$ cat src/hdl/b64e_pkg.sv
`timescale 1ns / 1ps
`default_nettype none

package b64e_pkg;

  // Default number of full quartets on one output line.
  localparam int unsigned QUARTETS_PER_LINE_DEF = 19;
  // Default depth of the group queue between front and back.
  localparam int unsigned GROUP_FIFO_DEPTH_DEF = 4;

  localparam logic [7:0] CHAR_PAD = 8'h3D;  // '='
  localparam logic [7:0] CHAR_CR  = 8'h0D;
  localparam logic [7:0] CHAR_LF  = 8'h0A;

  // Character slots of one group record, in output order.
  localparam logic [2:0] SLOT_C0 = 3'd0;
  localparam logic [2:0] SLOT_C1 = 3'd1;
  localparam logic [2:0] SLOT_C2 = 3'd2;
  localparam logic [2:0] SLOT_C3 = 3'd3;
  localparam logic [2:0] SLOT_CR = 3'd4;
  localparam logic [2:0] SLOT_LF = 3'd5;

  // How many message bytes a group carries.
  typedef enum logic [1:0] {
    GRP_ONE  = 2'd0,
    GRP_TWO  = 2'd1,
    GRP_FULL = 2'd2
  } grp_kind_e;

  // One group as handed from the front to the back.
  typedef struct packed {
    logic [23:0] bits;
    grp_kind_e   kind;
    logic        crlf;
    logic        last;
  } grp_rec_t;

  // Standard alphabet: A-Z, a-z, 0-9, '+', '/'.
  function automatic logic [7:0] b64_char(input logic [5:0] sextet);
    logic [7:0] v;
    v = {2'b00, sextet};
    if (v < 8'd26) begin
      return v + 8'd65;
    end else if (v < 8'd52) begin
      return v + 8'd71;
    end else if (v < 8'd62) begin
      return v - 8'd4;
    end else if (v == 8'd62) begin
      return 8'h2B;
    end else begin
      return 8'h2F;
    end
  endfunction

endpackage

`default_nettype wire

$ cat src/hdl/b64e_front.sv
`timescale 1ns / 1ps
`default_nettype none

module b64e_front import b64e_pkg::*; #(
  parameter int unsigned QUARTETS_PER_LINE = QUARTETS_PER_LINE_DEF
) (
  input  wire logic       clk_i,
  input  wire logic       rst_ni,
  input  wire logic       cfg_we_i,
  input  wire logic       cfg_wdata_i,
  input  wire logic       in_valid_i,
  output logic            in_ready_o,
  input  wire logic [7:0] in_byte_i,
  input  wire logic       in_final_i,
  output logic            push_o,
  output grp_rec_t        push_rec_o,
  input  wire logic       fifo_full_i
);

  localparam int unsigned LINE_W = $clog2(QUARTETS_PER_LINE + 1);

  logic              wrap_q;
  logic [15:0]       pend_q, pend_d;
  logic [1:0]        have_q, have_d;
  logic [LINE_W-1:0] line_q, line_d;
  logic [LINE_W-1:0] line_inc;
  logic              accept;

  assign in_ready_o = !fifo_full_i;
  assign accept     = in_valid_i && in_ready_o;
  assign line_inc   = line_q + LINE_W'(1);

  always_comb begin
    pend_d     = pend_q;
    have_d     = have_q;
    line_d     = line_q;
    push_o     = 1'b0;
    push_rec_o = '{bits: {in_byte_i, 16'h0000}, kind: GRP_ONE, crlf: 1'b0,
                   last: in_final_i};
    if (accept) begin
      if (have_q < 2'd2 && !in_final_i) begin
        // The group is still filling.
        if (have_q == 2'd0) begin
          pend_d = {in_byte_i, 8'h00};
        end else begin
          pend_d = {pend_q[15:8], in_byte_i};
        end
        have_d = have_q + 2'd1;
      end else begin
        push_o = 1'b1;
        if (have_q == 2'd1) begin
          push_rec_o.bits = {pend_q[15:8], in_byte_i, 8'h00};
          push_rec_o.kind = GRP_TWO;
        end else if (have_q == 2'd2) begin
          push_rec_o.bits = {pend_q, in_byte_i};
          push_rec_o.kind = GRP_FULL;
          if (line_inc >= LINE_W'(QUARTETS_PER_LINE)) begin
            line_d          = '0;
            push_rec_o.crlf = wrap_q;
          end else begin
            line_d = line_inc;
          end
        end
        have_d = 2'd0;
        if (in_final_i) begin
          line_d = '0;
        end
      end
    end
  end

  always_ff @(posedge clk_i or negedge rst_ni) begin
    if (!rst_ni) begin
      wrap_q <= 1'b0;
      have_q <= 2'd0;
      line_q <= '0;
    end else begin
      if (cfg_we_i) begin
        wrap_q <= cfg_wdata_i;
      end
      have_q <= have_d;
      line_q <= line_d;
    end
  end

  always_ff @(posedge clk_i) begin
    pend_q <= pend_d;
  end

endmodule

`default_nettype wire

$ cat src/hdl/b64e_fifo.sv
`timescale 1ns / 1ps
`default_nettype none

module b64e_fifo import b64e_pkg::*; #(
  parameter int unsigned DEPTH = GROUP_FIFO_DEPTH_DEF
) (
  input  wire logic clk_i,
  input  wire logic rst_ni,
  input  wire logic push_i,
  input  grp_rec_t  push_rec_i,
  output logic      full_o,
  input  wire logic pop_i,
  output grp_rec_t  pop_rec_o,
  output logic      empty_o
);

  localparam int unsigned PTR_W = (DEPTH > 1) ? $clog2(DEPTH) : 1;
  localparam int unsigned CNT_W = $clog2(DEPTH + 1);

  grp_rec_t         mem_q [DEPTH];
  logic [PTR_W-1:0] wr_ptr_q, rd_ptr_q;
  logic [CNT_W-1:0] cnt_q;
  logic             do_push, do_pop;

  assign full_o    = (cnt_q == CNT_W'(DEPTH));
  assign empty_o   = (cnt_q == '0);
  assign do_push   = push_i && !full_o;
  assign do_pop    = pop_i && !empty_o;
  assign pop_rec_o = mem_q[rd_ptr_q];

  function automatic logic [PTR_W-1:0] ptr_next(input logic [PTR_W-1:0] p);
    if (p == PTR_W'(DEPTH - 1)) begin
      return '0;
    end else begin
      return p + PTR_W'(1);
    end
  endfunction

  always_ff @(posedge clk_i or negedge rst_ni) begin
    if (!rst_ni) begin
      wr_ptr_q <= '0;
      rd_ptr_q <= '0;
      cnt_q    <= '0;
    end else begin
      if (do_push) begin
        wr_ptr_q <= ptr_next(wr_ptr_q);
      end
      if (do_pop) begin
        rd_ptr_q <= ptr_next(rd_ptr_q);
      end
      if (do_push && !do_pop) begin
        cnt_q <= cnt_q + CNT_W'(1);
      end else if (do_pop && !do_push) begin
        cnt_q <= cnt_q - CNT_W'(1);
      end
    end
  end

  always_ff @(posedge clk_i) begin
    if (do_push) begin
      mem_q[wr_ptr_q] <= push_rec_i;
    end
  end

endmodule

`default_nettype wire

$ cat src/hdl/b64e_back.sv
`timescale 1ns / 1ps
`default_nettype none

module b64e_back import b64e_pkg::*; (
  input  wire logic       clk_i,
  input  wire logic       rst_ni,
  input  grp_rec_t        pop_rec_i,
  input  wire logic       fifo_empty_i,
  output logic            pop_o,
  output logic            out_valid_o,
  input  wire logic       out_ready_i,
  output logic [7:0]      out_char_o,
  output logic            out_last_o
);

  grp_rec_t   cur_q;
  logic       cur_valid_q;
  logic [2:0] slot_q;
  logic       m_valid_q;
  logic [7:0] m_char_q;
  logic       m_last_q;

  logic       out_free, emit, done;
  logic [2:0] end_slot;
  logic [7:0] char_d;

  assign out_free = !m_valid_q || out_ready_i;
  assign emit     = cur_valid_q && out_free;
  assign end_slot = cur_q.crlf ? SLOT_LF : SLOT_C3;
  assign done     = (slot_q == end_slot);
  assign pop_o    = (!cur_valid_q || (emit && done)) && !fifo_empty_i;

  always_comb begin
    unique case (slot_q)
      SLOT_C0: char_d = b64_char(cur_q.bits[23:18]);
      SLOT_C1: char_d = b64_char(cur_q.bits[17:12]);
      SLOT_C2: char_d = (cur_q.kind == GRP_ONE) ? CHAR_PAD : b64_char(cur_q.bits[11:6]);
      SLOT_C3: char_d = (cur_q.kind == GRP_FULL) ? b64_char(cur_q.bits[5:0]) : CHAR_PAD;
      SLOT_CR: char_d = CHAR_CR;
      SLOT_LF: char_d = CHAR_LF;
      default: char_d = CHAR_PAD;
    endcase
  end

  always_ff @(posedge clk_i or negedge rst_ni) begin
    if (!rst_ni) begin
      cur_valid_q <= 1'b0;
      slot_q      <= SLOT_C0;
      m_valid_q   <= 1'b0;
    end else begin
      if (emit) begin
        slot_q <= done ? SLOT_C0 : slot_q + 3'd1;
      end
      if (pop_o) begin
        cur_valid_q <= 1'b1;
      end else if (emit && done) begin
        cur_valid_q <= 1'b0;
      end
      if (out_free) begin
        m_valid_q <= emit;
      end
    end
  end

  always_ff @(posedge clk_i) begin
    if (pop_o) begin
      cur_q <= pop_rec_i;
    end
    if (emit) begin
      m_char_q <= char_d;
      m_last_q <= cur_q.last && done;
    end
  end

  assign out_valid_o = m_valid_q;
  assign out_char_o  = m_char_q;
  assign out_last_o  = m_last_q;

`ifndef NO_ASSERTIONS
  a_crlf_full: assert property (@(posedge clk_i) disable iff (!rst_ni)
    cur_valid_q && cur_q.crlf |-> cur_q.kind == GRP_FULL)
    else $error("line break requested on a padded group");
  a_slot_range: assert property (@(posedge clk_i) disable iff (!rst_ni)
    cur_valid_q && !cur_q.crlf |-> slot_q <= SLOT_C3)
    else $error("character slot beyond the quartet without line break");
  a_slot_idle: assert property (@(posedge clk_i) disable iff (!rst_ni)
    !cur_valid_q |-> slot_q == SLOT_C0)
    else $error("character slot advanced with no group held");
  a_hold_out: assert property (@(posedge clk_i) disable iff (!rst_ni)
    m_valid_q && !out_ready_i |=> m_valid_q && $stable(m_char_q))
    else $error("output register changed while stalled");
`endif

endmodule

`default_nettype wire

$ cat src/hdl/base64_stream_encoder.sv
// Streaming Base64 encoder with optional CR LF line wrapping.
// The slave channel takes one raw message byte per transfer in tdata; tlast
// marks the last byte of a message. The master channel gives one ASCII
// character per transfer in tdata (alphabet character, '=', CR or LF), and
// tlast marks the final character of the message.
// Every third byte, or the byte marked last, closes a group. A group yields
// four characters, padded with '=' when the message ends short, and a full
// quartet that completes a line is followed by CR LF when wrap_enable is set.
// The first character of a group passes through the group queue, the held
// group register and the output register. The output side moves one
// character per cycle while the receiver is ready and groups are queued; the
// input side keeps taking bytes as long as the group queue has room.
// The wrap_enable register is written through cfg_we_i and cfg_wdata_i and
// should only change while no message is in flight.
// Reset empties the queue, drops pending bytes, clears the line counter and
// turns wrapping off. When the receiver stalls, the current character holds
// in the output register; the queue then fills and s_axis_tready drops.
`timescale 1ns / 1ps
`default_nettype none

module base64_stream_encoder import b64e_pkg::*; #(
  parameter int unsigned QUARTETS_PER_LINE = QUARTETS_PER_LINE_DEF,
  parameter int unsigned GROUP_FIFO_DEPTH  = GROUP_FIFO_DEPTH_DEF
) (
  input  wire logic       clk_i,
  input  wire logic       rst_ni,
  input  wire logic       cfg_we_i,
  input  wire logic       cfg_wdata_i,     // wrap_enable
  input  wire logic       s_axis_tvalid,
  output logic            s_axis_tready,
  input  wire logic [7:0] s_axis_tdata,    // data_byte[7:0]
  input  wire logic       s_axis_tlast,    // final_byte
  output logic            m_axis_tvalid,
  input  wire logic       m_axis_tready,
  output logic [7:0]      m_axis_tdata,    // out_char[7:0]
  output logic            m_axis_tlast     // out_last
);

  grp_rec_t push_rec, pop_rec;
  logic     push, pop, fifo_full, fifo_empty;

  // Front end: collects bytes into groups and decides padding and breaks.
  b64e_front #(
    .QUARTETS_PER_LINE(QUARTETS_PER_LINE)
  ) u_front (
    .clk_i       (clk_i),
    .rst_ni      (rst_ni),
    .cfg_we_i    (cfg_we_i),
    .cfg_wdata_i (cfg_wdata_i),
    .in_valid_i  (s_axis_tvalid),
    .in_ready_o  (s_axis_tready),
    .in_byte_i   (s_axis_tdata),
    .in_final_i  (s_axis_tlast),
    .push_o      (push),
    .push_rec_o  (push_rec),
    .fifo_full_i (fifo_full)
  );

  // Group queue lets the byte side and the character side stall separately.
  b64e_fifo #(
    .DEPTH(GROUP_FIFO_DEPTH)
  ) u_fifo (
    .clk_i      (clk_i),
    .rst_ni     (rst_ni),
    .push_i     (push),
    .push_rec_i (push_rec),
    .full_o     (fifo_full),
    .pop_i      (pop),
    .pop_rec_o  (pop_rec),
    .empty_o    (fifo_empty)
  );

  // Back end: turns each group into its characters, one per cycle unless the receiver stalls.
  b64e_back u_back (
    .clk_i        (clk_i),
    .rst_ni       (rst_ni),
    .pop_rec_i    (pop_rec),
    .fifo_empty_i (fifo_empty),
    .pop_o        (pop),
    .out_valid_o  (m_axis_tvalid),
    .out_ready_i  (m_axis_tready),
    .out_char_o   (m_axis_tdata),
    .out_last_o   (m_axis_tlast)
  );

endmodule

`default_nettype wire

$ cat config.mk
export PLATFORM = sky130hd
export DESIGN_NAME = base64_stream_encoder
export DESIGN_NICKNAME = d
export VERILOG_FILES = /design/src/hdl/b64e_pkg.sv /design/src/hdl/b64e_front.sv /design/src/hdl/b64e_fifo.sv /design/src/hdl/b64e_back.sv /design/src/hdl/base64_stream_encoder.sv
export SDC_FILE = /design/constraint.sdc
export NUM_CORES = 1
export LEC_CHECK = 0
export ABC_AREA = 1
export BUFFER_PORTS_ARGS = -buffer_cell sky130_fd_sc_hd__buf_2
export CORE_MARGIN = 2
export CORE_UTILIZATION = 30
export DETAILED_ROUTE_END_ITERATION = 8
export PLACE_DENSITY = 0.46
export SLEW_MARGIN = 30
export SYNTH_ARGS = -nofsm -noshare
export SYNTH_HDL_FRONTEND = slang
export SYNTH_SLANG_ARGS = --single-unit
$ cat constraint.sdc
create_clock -name clk_i -period 3.8 [get_ports clk_i]
set_clock_uncertainty 0.1 [all_clocks]
set_input_delay 0.76 -clock clk_i [delete_from_list [all_inputs] [get_ports clk_i]]
set_output_delay 0.76 -clock clk_i [all_outputs]
set_load 0.02 [all_outputs]
==> results of run 1 <==
kinds of logic after synthesis:
logic type | share of synthesized area [%]
buffers and inverters | 5.079
xor gates and xnor gates | 1.256
muxes | 0.1242
DFF | 60.17
adders and majority gates | 5.741
AOI/OAI and AO/OA | 9.123
and+or+nand+nor | 18.51
sequential cells by signal, summed over array words and instances, names as in the netlist:
signal / flops
u_fifo.cnt_q: 3
u_front.have_q: 2
u_back.cur_valid_q: 1
u_back.out_last_o: 1
u_front.pend_q: 16
u_back.out_char_o: 8
u_fifo.rd_ptr_q: 2
u_back.slot_q: 3
u_fifo.wr_ptr_q: 2
u_front.line_q: 5
u_back.cur_q: 28
u_back.out_valid_o: 1
u_fifo.mem_q: 112
u_front.wrap_q: 1
area by class of cell:
class / instances / area (um^2)
Multi-Input combinational cell: 606 / 3161
Clock buffer: 18 / 439.2
Sequential cell: 185 / 5455
Inverter: 98 / 370.4
Tap cell: 390 / 488.0
Timing Repair Buffer: 38 / 235.2
Clock inverter: 14 / 148.9
Fill cell: 3016 / 19420
critical path, delay by kind of cell, from the launching register on:
kind,cells,cell delay [ns]
adder cells (fa/ha/maj),2,0.62
flip-flops,1,0.43
AND/OR/NAND/NOR,3,0.32
AO/OA/AOI/OAI,2,0.30
multiplexers,1,0.26
buffers and inverters,2,0.24
per-layer routing:
metal,track usage [%],up-vias
li1,-,3179
met1,18.98,3021
met2,22.74,91
met3,2.871,11
met4,3.108,0
met5,0,-
path summary, 6_finish.rpt:
kind	endpoint	slack, ns
worst max-delay path	u_fifo.cnt_q[1]	1.43
min in group clk_i	u_back.cur_valid_q	0.41
max in group asynchronous	u_back.out_valid_o	3.03
worst min-delay path	u_front.line_q[1]	0.20
worst min register to register	u_back.cur_valid_q	0.41
worst max register to register	u_fifo.cnt_q[1]	1.43
report_power, final:
group | total (mW) | internal, mW | switching, mW
Clock | 1.74 | 0.895 | 0.842
Combinational | 2.70 | 0.846 | 1.85
Sequential | 3.10 | 2.82 | 0.276
layout by cell type, fill, tap and decap left out, drive strengths merged, types with 18 or more instances in the layout:
| master | n |
|---|---|
| nand2 | 182 |
| edfxtp | 165 |
| nor2 | 136 |
| inv | 105 |
| o21ai | 103 |
| nand3 | 67 |
| ha | 40 |
| buf | 38 |
| o22ai | 28 |
| dfrtp | 20 |
| clkbuf | 18 |
==> metrics.yaml, run 1 <==
io_pins: 26
clk_pin_slew_worst_paths_ns: 0.08
crit_type: "reg -> reg"
die_w_um: 177.8
ant_nets: 0
nNetsFinal: 1002
tns_ns: 0
slowest_stage: "dfrtp_1"
synth_top_area_share_pct: 54.65
worst_setup_path_start_kind: "flip-flop"
synth_warnings: 0
wl_met2_um: 9868
initial_core_util_pct: 30.51
cts_max_level: 4
synth_most_common_cell: "nand2_1"
io_buffer_count: 25
critPathMaxStageDelay_ns: 0.43
syn2layout_area_growth_pct: 13.58
syn-mean-instance-area_um2: 9.963
antenna_cells: 0
ys_seq_area_share_pct: 60.17
synthFlopType: "edfxtp_1"
vias: 6302
dr_wl_met3_um: 609
die_h_um: 177.8
synth_nets: 966
dr.first_iter.drc_count: 406
grt_max_degree: 59
p_total_mw: 7.535
grt_usage_pct: 13.91
core_area_um2: 29720
synth_edf_count: 165
routabilityCongestion: 0.8189
rsz0062_at_grt: "false"
finalSetupViolCount: 0
ctsResizeCount: 0
cp_max_fo: 5
wl_per_cell_um: 15.39
drive_above_1_share_pct: 9.489
first_global_vias: 6045
drcViolationCount: 0
hpwl_um: 14440
cts_hold_buf: 0
numCtsBuffers: 17
slew_headroom_pct: 47.36
fmax_ghz: 0.4211
peakVddDrop_v: 0.0002970
finalWirelength_um: 20760
outcome: "completed"
fin_area_um2: 10300
cp_cell_sequence: "inv_1 -> nand2_1 -> a21oi_1 -> nand2_1 -> o21ai_1 -> nand2_1 -> ha_1 -> inv_1 -> fa_1 -> mux2_2"
hold_viol_final: 0
grt_pass1_wl_um: 33260
die_area_um2: 31630
firstDrtPassIters: 5
clk_latency_ns: 0.43
crit_path_end_kind: "flip-flop"
cts-root-buf: "clkbuf_16"
viasPerCell: 4.672
hold_path.class: "in -> async"
synth_largest_area_cell: "edfxtp_1"
wl_met1_um: 10080
required_ns: 4.01
top_layer: "met4"
p_leak_nw: 4.125
cts_tree: "done"
r2r_start: "u_back.slot_q[1]"
r2r_cells: 10
tightest_slew_ns: 0.7867
setup_slack_ns: 1.425
dpl_cell_area_um2: 9709
place_ws_ns: 1.189
final_cells: 1349
cts_sinks: 185
rows: 63
cts_setup_buffers: 0
p_per_area_nw_per_um2: 731.7
period_needed_ns: 2.375
synth_common_cells: "178 x nand2_1, 165 x edfxtp_1, 131 x nor2_1"
synth_area_leaders: "edfxtp_1 55%, nand2_1 7.4%, dfrtp_1 5.5%"
synthCells: 910
path_common_cell: "nand2_1"
post-route-util_pct: 34.65
cap_violations: 0
grt_antenna_before_repair: 0
hold_slack_ns: 0.1969
grt.overflow.total: 0
syn-cell-area_um2: 9066
crit_start: "u_back.slot_q[1]"
cp.arrival_ns: 2.59
placedCellCount: 1317
cts_max_path_buffers: 2
ys_ff_latch: 185
period_share_pct: 62.49
async_flop_share_pct: 10.81
maxSlewViolCount: 0
netlist-cell-type-count: 38
Power figures use the tool's default switching activity.
==> run 2, diff against run 1 <==
- PLACE_DENSITY: 0.46 -> 0.48
- clock period: 3.8 -> 2 ns (I/O delays scaled with it)
==> run 2 against run 1 <==
Compared with the run above: wire length grew 2.4%; via count increased by 4.1%; die area unchanged; the flow now finishes with violations (setup timing); sequential power grew 85%; critical endpoint unchanged; critical path type unchanged; non-clock buffer count increased by 84.
==> metrics.yaml, run 2 (same netlist as run 1, synthesis figures left out) <==
cp_max_fo: 3
numCtsBuffers: 17
crit_path_end_kind: "flip-flop"
grt.overflow.total: 0
dr.first_iter.drc_count: 475
violations: "setup timing"
drive_above_1_share_pct: 21.86
io_buffer_count: 25
tightest_slew_ns: 0.5646
final_cell_mix: "165 x edfxtp_1, 163 x nand2_1, 122 x nor2_1"
io_pins: 26
hpwl_um: 14320
rows: 63
cts_max_path_buffers: 2
cts_tree: "done"
worst_setup_path_start_kind: "flip-flop"
period_needed_ns: 2.196
path_common_cell: "nand2_2"
initial_core_util_pct: 30.51
firstDrtPassIters: 6
cts-root-buf: "clkbuf_16"
antenna_cells: 0
placedCellCount: 1383
cts_sinks: 185
grt_antenna_before_repair: 0
setup.worst_path.end: "u_fifo.cnt_q[1]"
hold_slack_ns: 0.04738
wl_per_cell_um: 14.83
regToRegSetupSlack_ns: -0.20
p_per_area_nw_per_um2: 1401
top_regs: "u_fifo.mem_q: 112 flops, u_back.cur_q: 28 flops, u_front.pend_q: 16 flops"
slowest_stage: "fa_1"
cp.arrival_ns: 2.42
grt_usage_pct: 14.08
required_ns: 2.22
drcViolationCount: 0
setup_slack_ns: -0.1963
die_area_um2: 31630
hold_path.class: "in -> reg"
routabilityCongestion: 0.8252
layout_commonest_cell: "edfxtp_1"
die_h_um: 177.8
r2r_cells: 10
outcome: "complete, but fails checks"
peakVddDrop_v: 0.0006621
syn2layout_area_growth_pct: 24.15
r2r_end: "u_fifo.cnt_q[1]"
finalWirelength_um: 21250
rsz0062_at_grt: "true"
crit_type: "reg -> reg"
final_cells: 1433
grt_pass1_wl_um: 33580
die_w_um: 177.8
ant_nets: 0
vias: 6559
period_share_pct: 109.8
core_area_um2: 29720
cap_violations: 0
grt_max_degree: 33
cts_max_level: 4
clk_latency_ns: 0.44
maxSlewViolCount: 0
viasPerCell: 4.577
clk_pin_slew_worst_paths_ns: 0.08
nNetsFinal: 1086
crit_start: "u_back.slot_q[1]"
r2r_start: "u_back.slot_q[1]"
largest-register: "u_fifo.mem_q"
slew_headroom_pct: 62.36
p_leak_nw: 4.591
finalSetupViolCount: 2
fillerInstances: 2880
fmax_ghz: 0.4553
largest_reg_flops: 112
critPathMaxStageDelay_ns: 0.40
cp_cell_sequence: "inv_2 -> nand2_2 -> a21oi_2 -> nand2_1 -> o21ai_2 -> nand2_2 -> ha_4 -> inv_4 -> fa_1 -> mux2_4"
hold_viol_final: 0
first_global_vias: 6275
run 2: cell types whose count changed in the layout (fill, tap and decap cells not counted), moves of 6 or more:
cell and delta:
nand2_2 +13, ha_1 -6, nand2_1 -15, buf_4 +72, inv_2 +11, o21ai_1 +9, buf_12 +8, o21ai_0 -19
o21ai_2 +10, inv_1 -12
run 2: final cells by class:
type / count / area (um^2) / share of cell area, %
repair buffers: 122 / 979.7 / 8.704
multi-input cells: 606 / 3351 / 29.77
well taps: 390 / 488.0 / 4.335
clock inverters: 15 / 183.9 / 1.634
inverters: 98 / 372.9 / 3.313
clock buffers: 17 / 425.4 / 3.779
flip-flops and latches: 185 / 5455 / 48.47
run 2: routing by layer:
layer	share of wire, %	global-route usage [%]	vias to the layer above
li1	-	-	3345
met1	48	19.07	3060
met2	47	22.71	124
met3	3.4	2.506	30
met4	1.9	4.816	0
met5	0	0	-
run 2: worst min-delay path by stage:
stage                     from            endpoint  slack, ns  depth (start not counted)
2_1_floorplan           rst_ni  u_back.cur_valid_q      0.004                          0
3_3_place_gp            rst_ni      u_front.wrap_q       0.32                          1
3_5_place_dp            rst_ni   u_front.line_q[4]       0.33                          1
4_1_cts        s_axis_tdata[4]  u_front.pend_q[12]       0.03                          1
5_1_grt        s_axis_tdata[7]  u_front.pend_q[15]       0.03                          1
6_report       s_axis_tdata[4]  u_front.pend_q[12]       0.05                          1
run 2: through the flow:
stage	util [%]	total power [mW]	setup TNS [ns]	worst slack [ns]	instance area [um^2]
floorplan	-	9.469	-19.43	-0.1722	9076
global placement	34.63	11.87	-0.2661	-0.1829	10290
detailed placement	34.63	11.87	-0.2964	-0.2027	10290
CTS	36.98	15.48	-0.2030	-0.1188	10990
global route	37.88	16.90	-0.6833	-0.3180	11260
finish	37.88	15.76	-0.2080	-0.1963	11260
run 2: power by group:
part           internal [mW]  leakage (nW)  switching [mW]  total [mW]
combinational           2.50          2.52            4.05        6.55
clock                   1.79         0.291            1.68        3.47
sequential              5.36          1.78           0.385        5.74
total                   9.65          4.59            6.11        15.8
run 2: critical path, delay by kind of cell, from the launching register on:
| family | cells | cell delay [ns] |
|---|---|---|
| adder cells (fa/ha/maj) | 2 | 0.57 |
| AO/OA/AOI/OAI | 2 | 0.37 |
| flip-flops | 1 | 0.39 |
| multiplexers | 1 | 0.28 |
| buffers and inverters | 2 | 0.12 |
| AND/OR/NAND/NOR | 3 | 0.26 |
run 2: repair_timing:
item                                    in CTS  in global routing
gates cloned                                 0                  0
hold buffers                                 1                  0
setup buffers                                7                 12
endpoints found under the setup margin       6                 57
gates resized for setup                     10                 76
pin swaps                                    2                 18
endpoints found under the hold margin       20                  0
